`config.mk`:
```
export PLATFORM = sky130hd
export DESIGN_NAME = unsigned_fixed_point_alu
export DESIGN_NICKNAME = d
export VERILOG_FILES = /design/src/hdl/ufa_pkg.sv /design/src/hdl/unsigned_fixed_point_alu.sv /design/src/hdl/ufa_divider.sv /design/src/hdl/ufa_alu.sv
export SDC_FILE = /design/constraint.sdc
export NUM_CORES = 2
export LEC_CHECK = 0
export ABC_CLOCK_PERIOD_IN_PS = 13900
export BUFFER_PORTS_ARGS = -buffer_cell sky130_fd_sc_hd__buf_2
export CAP_MARGIN = 20
export CORE_MARGIN = 2
export CORE_UTILIZATION = 40
export CTS_CLUSTER_SIZE = 16
export DETAILED_ROUTE_END_ITERATION = 8
export PLACE_DENSITY = 0.67
export SETUP_SLACK_MARGIN = 0.4
export SLEW_MARGIN = 20
export SYNTH_ARGS = -nofsm -noshare
export SYNTH_HDL_FRONTEND = slang
export SYNTH_SLANG_ARGS = --single-unit
```
`constraint.sdc`:
```
create_clock -name clk_i -period 13.9 [get_ports clk_i]
set_input_delay 2.78 -clock clk_i [delete_from_list [all_inputs] [get_ports clk_i]]
set_output_delay 2.78 -clock clk_i [all_outputs]
set_load 0.01 [all_outputs]
```
`src/hdl/ufa_pkg.sv`:
```
// ufa_pkg: shared constants, operation codes and payload structs for the
// unsigned fixed-point alu. No dependencies; imported by every hdl module.
`default_nettype none

package ufa_pkg;

  // number formats
  localparam int unsigned FRAC_BITS = 8;
  localparam int unsigned DATA_W    = 16;
  localparam int unsigned OP_W      = 4;
  localparam int unsigned PROD_W    = 2 * DATA_W;

  // divider geometry: dividend is the first operand shifted left by FRAC_BITS
  localparam int unsigned DIVD_W     = DATA_W + FRAC_BITS;
  localparam int unsigned DIV_STEP   = 4;
  localparam int unsigned DIV_STAGES = (DIVD_W + DIV_STEP - 1) / DIV_STEP;
  localparam int unsigned DIVP_W     = DIV_STAGES * DIV_STEP;

  // operation codes
  typedef enum logic [OP_W-1:0] {
    OP_ADD = 4'd0,
    OP_SUB = 4'd1,
    OP_MUL = 4'd2,
    OP_DIV = 4'd3,
    OP_EQ  = 4'd4,
    OP_NE  = 4'd5,
    OP_LT  = 4'd6,
    OP_LE  = 4'd7,
    OP_GT  = 4'd8,
    OP_GE  = 4'd9
  } op_e;

  // request transfer payload
  typedef struct packed {
    logic [OP_W-1:0]   req_type;
    logic [DATA_W-1:0] operand_a;
    logic [DATA_W-1:0] operand_b;
  } req_t;

  // result transfer payload
  typedef struct packed {
    logic [DATA_W-1:0] result_value;
    logic              divide_by_zero;
  } rsp_t;

  // non-divide path result, aligned with the divider output
  typedef struct packed {
    logic              is_div;
    logic              div_zero;
    logic [DATA_W-1:0] value;
  } alu_res_t;

  // one divider pipeline stage
  typedef struct packed {
    logic [DATA_W-1:0] rem;
    logic [DIVP_W-1:0] num;
    logic [DATA_W-1:0] quo;
    logic [DATA_W-1:0] divisor;
  } div_t;

endpackage

`default_nettype wire

```
`src/hdl/unsigned_fixed_point_alu.sv`:
```
// unsigned_fixed_point_alu: top level, input register, valid pipeline and
// result register. Depends on ufa_pkg, ufa_divider and ufa_alu.
//
// Usage:
//   A request (req_i: req_type, operand_a, operand_b) is transferred at a
//   rising edge where start is high and busy is low. busy is always low, so
//   a new request may be issued every cycle; requests are independent.
//   Each request yields exactly one result on rsp_o (result_value,
//   divide_by_zero), shown for one cycle while done_o is high, in request
//   order. The receiver cannot stall and must take it in that cycle.
//   Path: the request passes the input register, the DIV_STAGES divider
//   stages, with DIV_STAGES = ceil((16 + FRAC_BITS) / 4), and the result
//   register. The depth is set by the divider, which
//   retires four quotient bits per stage; all other operations are delayed
//   to the same depth so results stay in order.
//   Throughput: one request per cycle.
//   Reset: rst_ni clears all valid bits; no result is shown afterwards until
//   a new request arrives. Datapath registers are not reset.
//   Divide by zero returns all ones with divide_by_zero set; unknown codes
//   return zero.
`default_nettype none

module unsigned_fixed_point_alu (
  input  wire logic          clk_i,
  input  wire logic          rst_ni,
  input  wire logic          start,
  output logic               busy,
  input  wire ufa_pkg::req_t req_i,
  output logic               done_o,
  output ufa_pkg::rsp_t      rsp_o
);
  import ufa_pkg::*;

  localparam int unsigned LATENCY = DIV_STAGES + 2;

  logic                  accept;
  req_t                  req_q;
  logic [DIV_STAGES:0]   vld_q;
  logic [DATA_W-1:0]     quotient;
  alu_res_t              alu_res;
  rsp_t                  rsp_d;
  rsp_t                  rsp_q;
  logic                  done_q;

  assign busy   = 1'b0;
  assign accept = start && !busy;

  // input register
  always_ff @(posedge clk_i) begin
    req_q <= req_i;
  end

  // valid bits travel alongside the datapath stages
  always_ff @(posedge clk_i or negedge rst_ni) begin
    if (!rst_ni) begin
      vld_q  <= '0;
      done_q <= 1'b0;
    end else begin
      vld_q  <= {vld_q[DIV_STAGES-1:0], accept};
      done_q <= vld_q[DIV_STAGES];
    end
  end

  ufa_divider u_div (
    .clk_i       (clk_i),
    .operand_a_i (req_q.operand_a),
    .operand_b_i (req_q.operand_b),
    .quotient_o  (quotient)
  );

  ufa_alu u_alu (
    .clk_i (clk_i),
    .req_i (req_q),
    .res_o (alu_res)
  );

  // merge divider and alu paths
  always_comb begin
    if (alu_res.is_div) begin
      rsp_d.result_value   = alu_res.div_zero ? '1 : quotient;
      rsp_d.divide_by_zero = alu_res.div_zero;
    end else begin
      rsp_d.result_value   = alu_res.value;
      rsp_d.divide_by_zero = 1'b0;
    end
  end

  // result register
  always_ff @(posedge clk_i) begin
    rsp_q <= rsp_d;
  end

  assign done_o = done_q;
  assign rsp_o  = rsp_q;

  // every transferred request gives a result
  a_req_to_done: assert property (@(posedge clk_i) disable iff (!rst_ni)
    accept |-> ##(LATENCY) done_o)
    else $error("result missing for transferred request");

  // no result without a matching request
  a_done_has_req: assert property (@(posedge clk_i) disable iff (!rst_ni)
    done_o |-> $past(accept, LATENCY))
    else $error("result without a request");

  // zero divisor sets the flag
  a_div_zero: assert property (@(posedge clk_i) disable iff (!rst_ni)
    (accept && req_i.req_type == OP_DIV && req_i.operand_b == '0)
      |-> ##(LATENCY) (done_o && rsp_o.divide_by_zero))
    else $error("divide by zero not flagged");

  // flag only with all-ones result
  a_flag_value: assert property (@(posedge clk_i) disable iff (!rst_ni)
    (done_o && rsp_o.divide_by_zero) |-> (rsp_o.result_value == '1))
    else $error("divide by zero result not all ones");

endmodule

`default_nettype wire

```
`src/hdl/ufa_divider.sv`:
```
// ufa_divider: pipelined restoring divider, DIV_STEP quotient bits per stage,
// DIV_STAGES register stages. Depends on ufa_pkg.
`default_nettype none

module ufa_divider (
  input  wire logic                       clk_i,
  input  wire logic [ufa_pkg::DATA_W-1:0] operand_a_i,
  input  wire logic [ufa_pkg::DATA_W-1:0] operand_b_i,
  output logic      [ufa_pkg::DATA_W-1:0] quotient_o
);
  import ufa_pkg::*;

  // DIV_STEP restoring steps; remainder stays below the divisor
  function automatic div_t div_steps(div_t s);
    div_t            r;
    logic [DATA_W:0] t;
    logic [DATA_W:0] diff;
    r = s;
    for (int i = 0; i < DIV_STEP; i++) begin
      t     = {r.rem, r.num[DIVP_W-1]};
      diff  = t - {1'b0, r.divisor};
      r.num = {r.num[DIVP_W-2:0], 1'b0};
      if (t >= {1'b0, r.divisor}) begin
        r.rem = diff[DATA_W-1:0];
        r.quo = {r.quo[DATA_W-2:0], 1'b1};
      end else begin
        r.rem = t[DATA_W-1:0];
        r.quo = {r.quo[DATA_W-2:0], 1'b0};
      end
    end
    return r;
  endfunction

  div_t init;
  div_t stg_q [DIV_STAGES];

  // dividend is the first operand scaled up by the fraction bits
  always_comb begin
    init.rem     = '0;
    init.num     = DIVP_W'({operand_a_i, {FRAC_BITS{1'b0}}});
    init.quo     = '0;
    init.divisor = operand_b_i;
  end

  // stage registers
  always_ff @(posedge clk_i) begin
    stg_q[0] <= div_steps(init);
    for (int k = 1; k < DIV_STAGES; k++) begin
      stg_q[k] <= div_steps(stg_q[k-1]);
    end
  end

  assign quotient_o = stg_q[DIV_STAGES-1].quo;

endmodule

`default_nettype wire

```
`src/hdl/ufa_alu.sv`:
```
// ufa_alu: add, subtract, multiply and compare path, delayed to line up with
// the divider pipeline (DIV_STAGES register stages). Depends on ufa_pkg.
`default_nettype none

module ufa_alu (
  input  wire logic              clk_i,
  input  wire ufa_pkg::req_t     req_i,
  output ufa_pkg::alu_res_t      res_o
);
  import ufa_pkg::*;

  req_t              p1_q;
  logic [PROD_W-1:0] prod_q;
  alu_res_t          res_d;
  alu_res_t          dly_q [DIV_STAGES-1];

  logic              lt;
  logic              eq;
  logic [DATA_W:0]   sum;
  logic [DATA_W-1:0] diff;

  // stage 1: full product
  always_ff @(posedge clk_i) begin
    p1_q   <= req_i;
    prod_q <= PROD_W'(req_i.operand_a) * PROD_W'(req_i.operand_b);
  end

  // stage 2: select the result
  always_comb begin
    lt   = p1_q.operand_a < p1_q.operand_b;
    eq   = p1_q.operand_a == p1_q.operand_b;
    sum  = {1'b0, p1_q.operand_a} + {1'b0, p1_q.operand_b};
    diff = p1_q.operand_a - p1_q.operand_b;
    res_d.is_div   = (p1_q.req_type == OP_DIV);
    res_d.div_zero = (p1_q.operand_b == '0);
    unique case (p1_q.req_type)
      OP_ADD:  res_d.value = sum[DATA_W-1:0];
      OP_SUB:  res_d.value = lt ? '0 : diff;
      OP_MUL:  res_d.value = prod_q[FRAC_BITS +: DATA_W];
      OP_EQ:   res_d.value = {{(DATA_W-1){1'b0}}, eq};
      OP_NE:   res_d.value = {{(DATA_W-1){1'b0}}, !eq};
      OP_LT:   res_d.value = {{(DATA_W-1){1'b0}}, lt};
      OP_LE:   res_d.value = {{(DATA_W-1){1'b0}}, lt | eq};
      OP_GT:   res_d.value = {{(DATA_W-1){1'b0}}, !(lt | eq)};
      OP_GE:   res_d.value = {{(DATA_W-1){1'b0}}, !lt};
      default: res_d.value = '0;
    endcase
  end

  // delay line up to the divider depth
  always_ff @(posedge clk_i) begin
    dly_q[0] <= res_d;
    for (int k = 1; k < DIV_STAGES - 1; k++) begin
      dly_q[k] <= dly_q[k-1];
    end
  end

  assign res_o = dly_q[DIV_STAGES-2];

endmodule

`default_nettype wire
```
==> flow_metrics.tcl <==
set metrics [dict create \
    drive_above_1_share_pct 8.895 \
    cp.arrival_ns 12.46 \
    hold_violations 0 \
    layout_common_cells "465 x ha_1, 442 x inv_1, 391 x dfxtp_1, 331 x nand2_1, 304 x nor2_1" \
    vias 30570 \
    clock_skew_ns 0.02822 \
    io_buffer_count 56 \
    worst_pin_slew_ns 1.088 \
    max_cap_viol_count 0 \
    clkTransAtPathRegs_ns 0.07 \
    grt_overflow 0 \
    async_reset_ff_share_pct 2.005 \
    holdPathStages 0 \
    fin_ws_ns 1.922 \
    grt_use_total_pct 20.66 \
    status "finished clean" \
    nets 5008 \
    via_per_inst 5.464 \
    syn2layout_area_growth_pct 8.787 \
    synth_seq_area_share_pct 21.65 \
    fin_tns_setup_ns 0 \
    synth-edff-count 0 \
    reg2reg_slack_ns 1.92 \
    max_stage_delay_ns 0.85 \
    synth_cell_types 104 \
    r2r-start "u_div.stg_q[2][1]$_DFF_P_" \
    ios 58 \
    synth.area.top_cells "dfxtp_1 21%, ha_1 16%, fa_1 10%" \
    hpwl_um 78410 \
    yosys.area.top_type "dfxtp_1" \
    insertedDiodeCount 0 \
    ctsHoldBuffers 0 \
    multiInputGateArea_um2 26980 \
    final_common_cell "ha_1" \
    yosys_warnings 0 \
    fillers 9004 \
    finalSetupViolations 0 \
    cp_slowest_cell "nor3b_4" \
    drc 0 \
    timing.fmax_mhz 83.49 \
    wl_um 99310 \
    globalplace.congestion 0.9314 \
    finalMaxSlewViolations 0 \
    crit_fanout 23 \
    row_count 111 \
    min_path_type "flip-flop to flip-flop" \
    slew_headroom_pct 27.05 \
    worstSkewPairLatency_ns 0.60 \
    grt_pass1_wl_um 158000 \
    syn-instance-count 4290 \
    die_h_um 308.5 \
    fin_crit_ns 11.98 \
    synth_seq_cells 399 \
    crit_type "flip-flop to flip-flop" \
    netlist.area_leader.share_pct 21.11 \
    clkSinkCount 399 \
    min_to "u_div.stg_q[5][26]$_DFF_P_" \
    syn_area_per_cell_um2 8.643 \
    first_iter_violations 1971 \
    start_util_pct 40.39 \
    endpoint_kind "flip-flop" \
    cp.required_ns 14.38 \
    cts.path.max_buffers 3 \
    r2r_cells 42 \
    coreArea_um2 91800 \
    cts_tree "built" \
    drt.antenna.violating_nets 0 \
    antenna_found_initial 5 \
    min-delay-start "u_div.stg_q[4][22]$_DFF_P_" \
    holdWs_ns 0.3065 \
    die_w_um 308.5 \
    cts_max_level 2 \
    cts_made_buffers 44 \
    grt_pass1_vias 29990 \
    post_cts_resized 0 \
    post-route-period-util_pct 86.17 \
    post_cts_buffers 0 \
    grt_max_degree 26 \
    die_area_um2 95150 \
    timing.rr.end "u_div.stg_q[3][58]$_DFF_P_" \
    pre_cts_slack_ns 2.037 \
    seqCellArea_um2 8028 \
    syn-num-nets 4980 \
    wl_per_cell_um 17.75 \
    synth_ff_type "dfxtp_1" \
    start_kind "flip-flop" \
    cts.root.buffer_cell "clkbuf_16" \
    rsz0062_at_grt "no" \
    drt-pass1-iter-count 7 \
    syn_area_um2 37080 \
]
final cells by class:
cell class | count | share of cell area [%]
multi-input cells | 3342 | 66.88
flip-flops and latches | 399 | 19.90
inverters | 444 | 4.132
well taps | 1243 | 3.855
clock buffers | 52 | 2.931
repair buffers | 87 | 1.272
clock inverters | 27 | 1.033
per-stage QoR:
step | area (um2) | cells | util (%)
2_1_floorplan | 37080 | 4290 | -
3_3_place_gp | 38740 | 5515 | 42.20
3_5_place_dp | 38740 | 5515 | 42.20
4_1_cts | 40340 | 5594 | 43.94
5_1_grt | 40340 | 5594 | 43.94
6_report | 40340 | 5594 | 43.94
worst max-delay path: cells and delay by family, from the launching register on:
family	cells	cell delay, ns
AOI/OAI and AO/OA	23	5.52
and+or+nand+nor	9	2.13
adders and majority gates	4	1.40
muxes	3	1.35
buffers and inverters	3	0.75
DFF	1	0.69
sequential cells by signal, summed over array words and instances, names as in the netlist:
signal and flops:
done_o 1, vld_q 7, u_div.stg_q 197, u_alu.p1_q 35, rsp_o 17, u_alu.dly_q 90
u_alu.prod_q 16, req_q 36
how the worst max path moves through the flow:
stage,start,to,depth (start not counted)
2_1_floorplan,u_div.stg_q[1][1]$_DFF_P_,u_div.stg_q[2][59]$_DFF_P_,50
3_3_place_gp,u_alu.p1_q[1]$_DFF_P_,u_div.stg_q[1][52]$_DFF_P_,45
3_5_place_dp,u_div.stg_q[2][1]$_DFF_P_,u_div.stg_q[3][58]$_DFF_P_,42
4_1_cts,u_div.stg_q[2][1]$_DFF_P_,u_div.stg_q[3][58]$_DFF_P_,44
5_1_grt,u_div.stg_q[2][1]$_DFF_P_,u_div.stg_q[3][58]$_DFF_P_,44
6_report,u_div.stg_q[2][1]$_DFF_P_,u_div.stg_q[3][58]$_DFF_P_,42
synth_stat cells (all sizes together) (84+ instances only):
cell type and count:
o21ai 201, nand2 331, nor2 304, inv 444, dfxtp 391, fa 186, and2 103, mux2 180
xnor2 195, a21oi 262, ha 465, a21o 126, clkbuf 84
cell families after synthesis:
family / after synthesis / synth area share [%]
compound gates: 1007 / 18.21
xor+xnor: 276 / 6.519
fa+ha+maj: 651 / 25.73
buf+inv: 549 / 5.689
flops: 399 / 21.65
mux: 212 / 6.492
other cells: 1 / 0.01011
simple gates: 1195 / 15.70
metal layers:
metal	part of all wire, %	track usage [%]
met1	44	26.53
met2	47	35.67
met3	4.9	2.439
met4	3.4	7.170
met5	0.013	0
Power is not shown: default switching activity piles up to over one toggle a cycle in this logic, so the estimate is an artifact.
